[config.mk]
export PLATFORM = sky130hd
export DESIGN_NAME = lin_slave_frame_receiver
export DESIGN_NICKNAME = d
export VERILOG_FILES = /design/src/linsfr_pkg.sv /design/src/linsfr_rx_core.sv /design/src/lin_slave_frame_receiver.sv
export SDC_FILE = /design/constraint.sdc
export NUM_CORES = 1
export LEC_CHECK = 0
export CAP_MARGIN = 25
export CORE_ASPECT_RATIO = 0.6
export CORE_MARGIN = 3
export CORE_UTILIZATION = 56
export DETAILED_ROUTE_END_ITERATION = 8
export DONT_BUFFER_PORTS = 1
export PLACE_DENSITY = 0.71
export REMOVE_ABC_BUFFERS = 1
export SYNTH_ARGS = -nofsm -noshare
export SYNTH_HDL_FRONTEND = slang
export SYNTH_SLANG_ARGS = --single-unit
[constraint.sdc]
create_clock -name i_clk -period 5.05 [get_ports i_clk]
set_input_delay 1.01 -clock i_clk [delete_from_list [all_inputs] [get_ports i_clk]]
set_output_delay 1.01 -clock i_clk [all_outputs]
set_load 0.05 [all_outputs]
[src/linsfr_pkg.sv]
`timescale 1ns / 1ps
// ----------------------------------------------------------------------------
// LIN slave frame receiver package
// Shared widths, event and register codes, configuration and result types.
// ----------------------------------------------------------------------------
package linsfr_pkg;

    localparam int ID_W               = 6;
    localparam int BYTE_W             = 8;
    localparam int MAX_RESPONSE_BYTES = 8;
    localparam int PAYLOAD_W          = MAX_RESPONSE_BYTES * BYTE_W;
    localparam int DEF_RESPONSE_BYTES = 8;
    localparam int APB_ADDR_W         = 5;
    localparam int APB_DATA_W         = 32;
    localparam int FUNC_W             = 2;

    localparam logic [BYTE_W-1:0] SYNC_BYTE = 8'h55;

    // Register reset values.
    localparam logic [ID_W-1:0] RST_RELAY_ID  = 6'd0;
    localparam logic [ID_W-1:0] RST_ENGINE_ID = 6'd1;
    localparam logic [ID_W-1:0] RST_LEFT_BIT  = 6'd0;
    localparam logic [ID_W-1:0] RST_RIGHT_BIT = 6'd1;
    localparam logic [ID_W-1:0] RST_HEAD_BIT  = 6'd2;
    localparam logic [ID_W-1:0] RST_LOW_BIT   = 6'd3;
    localparam logic [ID_W-1:0] RST_HIGH_BIT  = 6'd4;

    // UART event kinds.
    typedef enum logic [FUNC_W-1:0] {
        FN_BYTE  = 2'd0,
        FN_BREAK = 2'd1,
        FN_ERROR = 2'd2
    } t_func;

    // Register index, taken from paddr word address.
    typedef enum logic [2:0] {
        REG_RELAY_ID  = 3'd0,
        REG_ENGINE_ID = 3'd1,
        REG_LEFT_BIT  = 3'd2,
        REG_RIGHT_BIT = 3'd3,
        REG_HEAD_BIT  = 3'd4,
        REG_LOW_BIT   = 3'd5,
        REG_HIGH_BIT  = 3'd6
    } t_reg_idx;

    typedef struct packed {
        logic [ID_W-1:0] relay_id;
        logic [ID_W-1:0] engine_id;
        logic [ID_W-1:0] left_bit;
        logic [ID_W-1:0] right_bit;
        logic [ID_W-1:0] head_bit;
        logic [ID_W-1:0] low_bit;
        logic [ID_W-1:0] high_bit;
    } t_cfg;

    typedef struct packed {
        logic                 link_up;
        logic                 high_beam;
        logic                 low_beam;
        logic                 right_turn;
        logic                 left_turn;
        logic                 is_relay_frame;
        logic [PAYLOAD_W-1:0] payload;
        logic [ID_W-1:0]      frame_id;
    } t_result;

endpackage

[src/linsfr_rx_core.sv]
`timescale 1ns / 1ps
// ----------------------------------------------------------------------------
// LIN frame receive core
// Frame phase tracking, response byte buffer, lamp flags and link flag.
// ----------------------------------------------------------------------------
module linsfr_rx_core #(
    parameter int RESPONSE_BYTES = linsfr_pkg::DEF_RESPONSE_BYTES
) (
    input  logic                                i_clk,
    input  logic                                i_rst_n,
    input  logic                                i_step,
    input  linsfr_pkg::t_func                   i_func,
    input  logic [linsfr_pkg::BYTE_W-1:0]       i_byte,
    input  linsfr_pkg::t_cfg                    i_cfg,
    output logic                                o_emit,
    output linsfr_pkg::t_result                 o_result
);
    import linsfr_pkg::*;

    localparam int CNT_W = (RESPONSE_BYTES > 1) ? $clog2(RESPONSE_BYTES) : 1;
    localparam logic [CNT_W-1:0] LAST_CNT = CNT_W'(RESPONSE_BYTES - 1);

    typedef enum logic [3:0] {
        PH_WAIT_BREAK  = 4'b0001,
        PH_WAIT_SYNC   = 4'b0010,
        PH_WAIT_HEADER = 4'b0100,
        PH_WAIT_RESP   = 4'b1000
    } t_phase;

    t_phase             r_phase, n_phase;
    logic [ID_W-1:0]    r_id, n_id;
    logic [CNT_W-1:0]   r_cnt, n_cnt;
    logic [3:0]         r_lamps, n_lamps;
    logic               r_link, n_link;
    logic [BYTE_W-1:0]  r_buf [RESPONSE_BYTES];

    logic [PAYLOAD_W-1:0] w_payload;
    logic                 w_resp_byte;
    logic                 w_relay;
    logic [3:0]           w_new_lamps;

    assign w_resp_byte = (i_func == FN_BYTE) && (r_phase == PH_WAIT_RESP);
    assign o_emit      = w_resp_byte && (r_cnt == LAST_CNT);
    assign w_relay     = (r_id == i_cfg.relay_id);

    // The byte arriving now completes the frame, so it is merged in directly.
    always_comb begin
        w_payload = '0;
        for (int i = 0; i < RESPONSE_BYTES; i++) begin
            w_payload[BYTE_W*i +: BYTE_W] = (r_cnt == CNT_W'(i)) ? i_byte : r_buf[i];
        end
    end

    always_comb begin
        w_new_lamps[0] = w_payload[i_cfg.left_bit];
        w_new_lamps[1] = w_payload[i_cfg.right_bit];
        w_new_lamps[2] = w_payload[i_cfg.head_bit] | w_payload[i_cfg.low_bit];
        w_new_lamps[3] = w_payload[i_cfg.high_bit];
    end

    always_comb begin
        n_phase = r_phase;
        n_id    = r_id;
        n_cnt   = r_cnt;
        n_lamps = r_lamps;
        n_link  = r_link;
        if (i_step) begin
            case (i_func)
                FN_BREAK: begin
                    n_phase = PH_WAIT_SYNC;
                    n_id    = '0;
                    n_cnt   = '0;
                end
                FN_ERROR: begin
                    n_phase = PH_WAIT_BREAK;
                    n_id    = '0;
                    n_cnt   = '0;
                end
                FN_BYTE: begin
                    case (r_phase)
                        PH_WAIT_SYNC: begin
                            n_phase = (i_byte == SYNC_BYTE) ? PH_WAIT_HEADER : PH_WAIT_BREAK;
                        end
                        PH_WAIT_HEADER: begin
                            n_id  = i_byte[ID_W-1:0];
                            n_cnt = '0;
                            if ((i_byte[ID_W-1:0] == i_cfg.relay_id) ||
                                (i_byte[ID_W-1:0] == i_cfg.engine_id)) begin
                                n_phase = PH_WAIT_RESP;
                            end else begin
                                n_phase = PH_WAIT_BREAK;
                            end
                        end
                        PH_WAIT_RESP: begin
                            if (r_cnt == LAST_CNT) begin
                                n_phase = PH_WAIT_BREAK;
                                n_cnt   = '0;
                                if (w_relay) begin
                                    n_lamps = w_new_lamps;
                                    n_link  = 1'b1;
                                end
                            end else begin
                                n_cnt = r_cnt + 1'b1;
                            end
                        end
                        default: begin
                            n_phase = r_phase;
                        end
                    endcase
                end
                default: begin
                    n_phase = r_phase;
                end
            endcase
        end
    end

    always_ff @(posedge i_clk) begin
        if (!i_rst_n) begin
            r_phase <= PH_WAIT_BREAK;
            r_id    <= '0;
            r_cnt   <= '0;
            r_lamps <= '0;
            r_link  <= 1'b0;
        end else begin
            r_phase <= n_phase;
            r_id    <= n_id;
            r_cnt   <= n_cnt;
            r_lamps <= n_lamps;
            r_link  <= n_link;
        end
    end

    always_ff @(posedge i_clk) begin
        if (i_step && w_resp_byte) begin
            r_buf[r_cnt] <= i_byte;
        end
    end

    // The result carries the lamp flags as they stand after this frame.
    always_comb begin
        o_result.frame_id       = r_id;
        o_result.payload        = w_payload;
        o_result.is_relay_frame = w_relay;
        o_result.left_turn      = n_lamps[0];
        o_result.right_turn     = n_lamps[1];
        o_result.low_beam       = n_lamps[2];
        o_result.high_beam      = n_lamps[3];
        o_result.link_up        = n_link;
    end

    a_link_sticky: assert property (@(posedge i_clk)
        $fell(r_link) |-> !$past(i_rst_n))
        else $error("link flag dropped without reset");

    a_lamps_on_relay: assert property (@(posedge i_clk) disable iff (!i_rst_n)
        !$stable(r_lamps) |-> ($past(i_step && o_emit && w_relay) || !$past(i_rst_n)))
        else $error("lamp flags changed outside a relay frame completion");

    a_break_arms_sync: assert property (@(posedge i_clk) disable iff (!i_rst_n)
        (i_step && (i_func == FN_BREAK)) |=> (r_phase == PH_WAIT_SYNC))
        else $error("break did not arm sync wait");

    a_cnt_in_resp: assert property (@(posedge i_clk) disable iff (!i_rst_n)
        (r_cnt != '0) |-> (r_phase == PH_WAIT_RESP))
        else $error("byte counter running outside response phase");

endmodule

[src/lin_slave_frame_receiver.sv]
`timescale 1ns / 1ps
// ----------------------------------------------------------------------------
// LIN slave frame receiver
// Receive side of a LIN slave: break, sync and identifier handling, response
// collection for two configured frames, and relay lamp flag decoding.
// ----------------------------------------------------------------------------
// Each input beat is one UART event (received byte, break or line error) and
// the block takes one beat per clock cycle unless stalled. A beat lands in an
// input register and is processed by the receive core as it leaves that
// register, the frame state being updated in that single step; a completed
// frame is written to an output register, so a last response byte passes the
// input register and then the output register before its result appears on
// the master side. The only stall is when the input register holds a
// frame-completing byte while the output register still holds an untaken
// result; beats that produce no result always pass. Events of kind three are
// consumed and ignored. The configuration registers are word addressed over
// APB and should only be written while no frame is being emitted.
// ----------------------------------------------------------------------------
module lin_slave_frame_receiver #(
    parameter int RESPONSE_BYTES = linsfr_pkg::DEF_RESPONSE_BYTES
) (
    input  logic                                i_clk,
    input  logic                                i_rst_n,
    // Slave side: one UART event per beat.
    input  logic                                s_axis_tvalid,
    output logic                                s_axis_tready,
    input  logic [7:0]                          s_axis_tdata,   // [7:0] rx_byte
    input  logic [1:0]                          s_axis_tuser,   // [1:0] func
    // Master side: one completed frame per beat.
    output logic                                m_axis_tvalid,
    input  logic                                m_axis_tready,
    // [5:0] frame_id, [69:6] payload, [70] left_turn, [71] right_turn,
    // [72] low_beam, [73] high_beam, [74] link_up, [79:75] zero
    output logic [79:0]                         m_axis_tdata,
    output logic [0:0]                          m_axis_tuser,   // [0] is_relay_frame
    // Configuration port.
    input  logic                                psel,
    input  logic                                penable,
    input  logic                                pwrite,
    input  logic [linsfr_pkg::APB_ADDR_W-1:0]   paddr,
    input  logic [linsfr_pkg::APB_DATA_W-1:0]   pwdata,
    output logic [linsfr_pkg::APB_DATA_W-1:0]   prdata,
    output logic                                pready
);
    import linsfr_pkg::*;

    // Configuration registers.
    t_cfg     r_cfg, n_cfg;
    t_reg_idx w_reg_idx;
    logic     w_cfg_wr;

    assign pready    = 1'b1;
    assign w_reg_idx = t_reg_idx'(paddr[4:2]);
    assign w_cfg_wr  = psel && penable && pwrite && pready;

    always_comb begin
        n_cfg = r_cfg;
        if (w_cfg_wr) begin
            case (w_reg_idx)
                REG_RELAY_ID:  n_cfg.relay_id  = pwdata[ID_W-1:0];
                REG_ENGINE_ID: n_cfg.engine_id = pwdata[ID_W-1:0];
                REG_LEFT_BIT:  n_cfg.left_bit  = pwdata[ID_W-1:0];
                REG_RIGHT_BIT: n_cfg.right_bit = pwdata[ID_W-1:0];
                REG_HEAD_BIT:  n_cfg.head_bit  = pwdata[ID_W-1:0];
                REG_LOW_BIT:   n_cfg.low_bit   = pwdata[ID_W-1:0];
                REG_HIGH_BIT:  n_cfg.high_bit  = pwdata[ID_W-1:0];
                default:       n_cfg = r_cfg;
            endcase
        end
    end

    always_comb begin
        case (w_reg_idx)
            REG_RELAY_ID:  prdata = APB_DATA_W'(r_cfg.relay_id);
            REG_ENGINE_ID: prdata = APB_DATA_W'(r_cfg.engine_id);
            REG_LEFT_BIT:  prdata = APB_DATA_W'(r_cfg.left_bit);
            REG_RIGHT_BIT: prdata = APB_DATA_W'(r_cfg.right_bit);
            REG_HEAD_BIT:  prdata = APB_DATA_W'(r_cfg.head_bit);
            REG_LOW_BIT:   prdata = APB_DATA_W'(r_cfg.low_bit);
            REG_HIGH_BIT:  prdata = APB_DATA_W'(r_cfg.high_bit);
            default:       prdata = '0;
        endcase
    end

    always_ff @(posedge i_clk) begin
        if (!i_rst_n) begin
            r_cfg.relay_id  <= RST_RELAY_ID;
            r_cfg.engine_id <= RST_ENGINE_ID;
            r_cfg.left_bit  <= RST_LEFT_BIT;
            r_cfg.right_bit <= RST_RIGHT_BIT;
            r_cfg.head_bit  <= RST_HEAD_BIT;
            r_cfg.low_bit   <= RST_LOW_BIT;
            r_cfg.high_bit  <= RST_HIGH_BIT;
        end else begin
            r_cfg <= n_cfg;
        end
    end

    // Input register stage.
    logic              r_in_valid, n_in_valid;
    t_func             r_in_func;
    logic [BYTE_W-1:0] r_in_byte;
    logic              w_in_take;
    logic              w_step;
    logic              w_emit;
    t_result           w_result;

    // Output register stage.
    logic    r_out_valid, n_out_valid;
    t_result r_out;

    // The held beat advances unless it completes a frame and the output
    // register is occupied by a result that is not leaving this cycle.
    assign w_step        = r_in_valid && (!w_emit || !r_out_valid || m_axis_tready);
    assign s_axis_tready = !r_in_valid || w_step;
    assign w_in_take     = s_axis_tvalid && s_axis_tready;

    always_comb begin
        n_in_valid = r_in_valid;
        if (w_in_take) begin
            n_in_valid = 1'b1;
        end else if (w_step) begin
            n_in_valid = 1'b0;
        end
    end

    always_comb begin
        n_out_valid = r_out_valid;
        if (w_step && w_emit) begin
            n_out_valid = 1'b1;
        end else if (m_axis_tready) begin
            n_out_valid = 1'b0;
        end
    end

    always_ff @(posedge i_clk) begin
        if (!i_rst_n) begin
            r_in_valid  <= 1'b0;
            r_out_valid <= 1'b0;
        end else begin
            r_in_valid  <= n_in_valid;
            r_out_valid <= n_out_valid;
        end
    end

    always_ff @(posedge i_clk) begin
        if (w_in_take) begin
            r_in_func <= t_func'(s_axis_tuser);
            r_in_byte <= s_axis_tdata;
        end
        if (w_step && w_emit) begin
            r_out <= w_result;
        end
    end

    linsfr_rx_core #(
        .RESPONSE_BYTES (RESPONSE_BYTES)
    ) u_rx_core (
        .i_clk    (i_clk),
        .i_rst_n  (i_rst_n),
        .i_step   (w_step),
        .i_func   (r_in_func),
        .i_byte   (r_in_byte),
        .i_cfg    (r_cfg),
        .o_emit   (w_emit),
        .o_result (w_result)
    );

    assign m_axis_tvalid = r_out_valid;
    assign m_axis_tdata  = {5'b0, r_out.link_up, r_out.high_beam, r_out.low_beam,
                            r_out.right_turn, r_out.left_turn, r_out.payload,
                            r_out.frame_id};
    assign m_axis_tuser  = r_out.is_relay_frame;

endmodule
==> flow_summary.yaml <==
outcome:
  outcome: "finished, final reports clean"
critical_path:
  critical_path_cell_count: 9
  crit_path_max_fanout: 13
  worstRegToRegCells: 9
  cp_top_family: "multiplexers"
  arrival_ns: 4.08
  worst_path_largest_cell_delay_ns: 0.53
  path_buf_inv: 0
  critical_path_required_ns: 5.32
  crit_top_cell: "ha_1"
  crit_chain: "ha_1, ha_1, mux2_2, mux4_2, mux2i_1, nand2_1, o211a_1, or4_1, nor2b_1"
  cp-start-kind: "flop"
  cp_slowest_cell: "ha_1"
  cp-end-kind: "flop"
  path_class: "flop to flop"
synth:
  synth-compound-area-share: 0.0756
  synthSimpleGateAreaFrac: 0.0926
  synth_area_per_cell_um2: 12.5
  synthArstFlopShare: 0
  synth_mux_area_frac: 0.267
  ys_seq_area_frac: 0.477
  synth_edf_count: 150
  synthFlopType: "edfxtp_1"
  synth_xor_area_frac: 0.0138
  syn-cell-area_mm2: 0.0121
  ys_warn_count: 0
  synthCells: 964
  synth_cell_types: 71
  synth_top_family_by_area: "multiplexers"
  synth-seq-cells: 212
  synth-adder-area-share: 0.00934
finish:
  finalNetCount: 1002
  drive_gt1_frac: 0.195
  diodes: 0
  area_delta_synth_final_pct: 6.71
  num-fill-cells: 1586
  layout.cells.non_filler: 1225
  fin_util: 0.625
global_route:
  grt_max_degree: 78
  grt-ovfl-total: 0
  grt_pass1_wl_um: 51600
  first_global_vias: 7730
  grt_usage: 0.292
  antenna_found_initial: 1
floorplanning:
  start_util: 0.586
  fp.dieH_um: 120
  top_level_ports: 170
  fp-row-count: 40
  core_area_mm2: 0.0206
  die-area_mm2: 0.0234
  die_w_um: 195
sta:
  tightest_slew_ns: 1.06
  fin_crit_sh: 0.754
  rsz0062_at_grt: "false"
  hold_violations: 0
  slew_viol_final: 0
  setup_tns_ns: 0
  timing.fmax_ghz: 0.263
  finalSetupViolCount: 0
  worst_slack_ns: 1.24
  relSlewSlack: 0.291
  layout_min_cycle_time_ns: 3.81
  skew_ns: 0.0122
placement:
  placedCellCount: 1184
  portBuffers: 0
  dp_hpwl_um: 24100
  pre_cts_ws_ns: 1.33
  place_congestion: 1.03
min_path:
  hold_path_class: "flop to flop"
  min_path_cells: 0
power:
  ir_drop_uv: 435
  p_total_w: 0.00370
  power_frac_comb: 0.055
  seqPwrFrac: 0.515
  p_leak_nw: 4.72
  switching_power_w: 0.000848
  swShare: 0.229
  intPower_w: 0.00285
  p_clk_frac: 0.430
  p_per_area_mw_per_mm2: 287
clocking:
  cts-root-buf: "clkbuf_16"
  cts_made_buffers: 20
  clk_path_buf_depth: 3
  clock_latency_ns: 0.52
  cts_setup_buffers: 0
  cts.htree.levels: 1
  clkTransAtPathRegs_ns: 0.08
  cts_hold_buf: 0
  ctsResizeCount: 0
  cts_sinks: 212
  cts_tree: "done"
routing:
  ant_nets: 0
  drtIter0Drc: 1240
  drt_wl_total_um: 34800
  via_count: 8524
  firstDrtPassIters: 5
  via_per_inst: 6.96
  avgRoutedWirePerCell_um: 28.4
  drc: 0
run:
  cap_violations: 0
## layout make-up
cell class	count	area [um^2]	share of cell area
Sequential cell	212	5750	0.447
Multi-Input combinational cell	618	5650	0.439
Clock inverter	11	133	0.0103
Timing Repair Buffer	26	218	0.0169
Inverter	61	229	0.0178
Clock buffer	24	547	0.0425
Tap cell	273	342	0.0266
## synth_stat cells (4+ instances only)
master     number  area (um^2)
nor2_1         90          338
nand2_1        38          143
o211ai_1        7         52.6
xor2_1         11         96.3
nor3_1         13         65.1
mux4_2         85         1910
ha_1            9          113
and3b_1         6         52.6
a21oi_1        17         85.1
nor3b_1         7         52.6
nand2b_1       12         75.1
mux2_4          4         60.1
a211oi_1        8         60.1
nand3_1        10         50.1
and2_1          4         25.0
mux2i_1       100         1000
a21o_1          5         37.5
o2111ai_1       5         43.8
buf_4          33          248
buf_1           9         33.8
mux2_2         22          248
o211a_1         5         50.1
nand4_1         5         31.3
edfxtp_1      150         4500
nor2b_1        13         81.3
a31oi_1         4         25.0
inv_1          56          210
xnor2_1         8         70.1
o21ai_0        15         75.1
inv_2           5         18.8
a2111oi_0       7         61.3
buf_2           9         45.0
dfxtp_1        62         1240
or3_1           5         31.3
a22oi_1        10         75.1
clkbuf_1       49          184
## final timing paths
kind / from / endpoint / slack (ns)
max: u_rx_core.r_cnt[1] / m_axis_tdata[73] / 1.24
min reg2reg: u_rx_core.r_id[0] / m_axis_tdata[0] / 0.49
min: u_rx_core.r_id[0] / m_axis_tdata[0] / 0.49
max reg2reg: u_rx_core.r_cnt[1] / m_axis_tdata[73] / 1.24
## cells in the final DEF, fill, tap and decap left out, types with 17 or more instances in the layout
master,n
edfxtp_1,150
mux2i_1,100
nor2_1,90
mux4_2,85
dfxtp_1,62
inv_1,56
nand2_1,38
conb_1,32
mux2_2,22
clkbuf_16,21
buf_4,20
a21oi_1,17
## routing by layer
metal	global-route usage	part of all wire	vias up
met5	0.0261	0.0025	-
met4	0.0574	0.023	4
met3	0.133	0.17	81
met2	0.359	0.38	697
met1	0.463	0.43	4205
li1	-	-	3537
## flip-flops by register name (all words and copies together) (netlist names)
name and count:
m_axis_tdata 75, m_axis_tuser 1, r_in_valid 1, r_in_byte 8, u_rx_core.r_lamps 4, u_rx_core.r_id 6, u_rx_core.r_buf 64, r_cfg 42
m_axis_tvalid 1, r_in_func 2, u_rx_core.r_cnt 3, u_rx_core.r_phase 4, u_rx_core.r_link 1
## stage by stage
step,instance area [um^2],hold slack [ns]
floorplan,11600,0.451
global placement,12100,0.470
detailed placement,12100,0.470
CTS,12800,0.488
global route,12900,0.505
finish,12900,0.489
## cells by family after synthesis
family / count (synthesis)
AO/OA/AOI/OAI: 121
XOR/XNOR: 19
adder cells (fa/ha/maj): 9
buffers and inverters: 164
flip-flops: 212
multiplexers: 211
other: 2
AND/OR/NAND/NOR: 226
## power groups by stage
stage               sequential (W)  combinational [W]  clock [W]
floorplan                  0.00193           0.000142          0
global placement           0.00194           0.000194          0
detailed placement         0.00194           0.000197          0
CTS                        0.00190           0.000197    0.00161
global route               0.00191           0.000213    0.00167
finish                     0.00191           0.000202    0.00159
(Power assumes the default switching activity.)
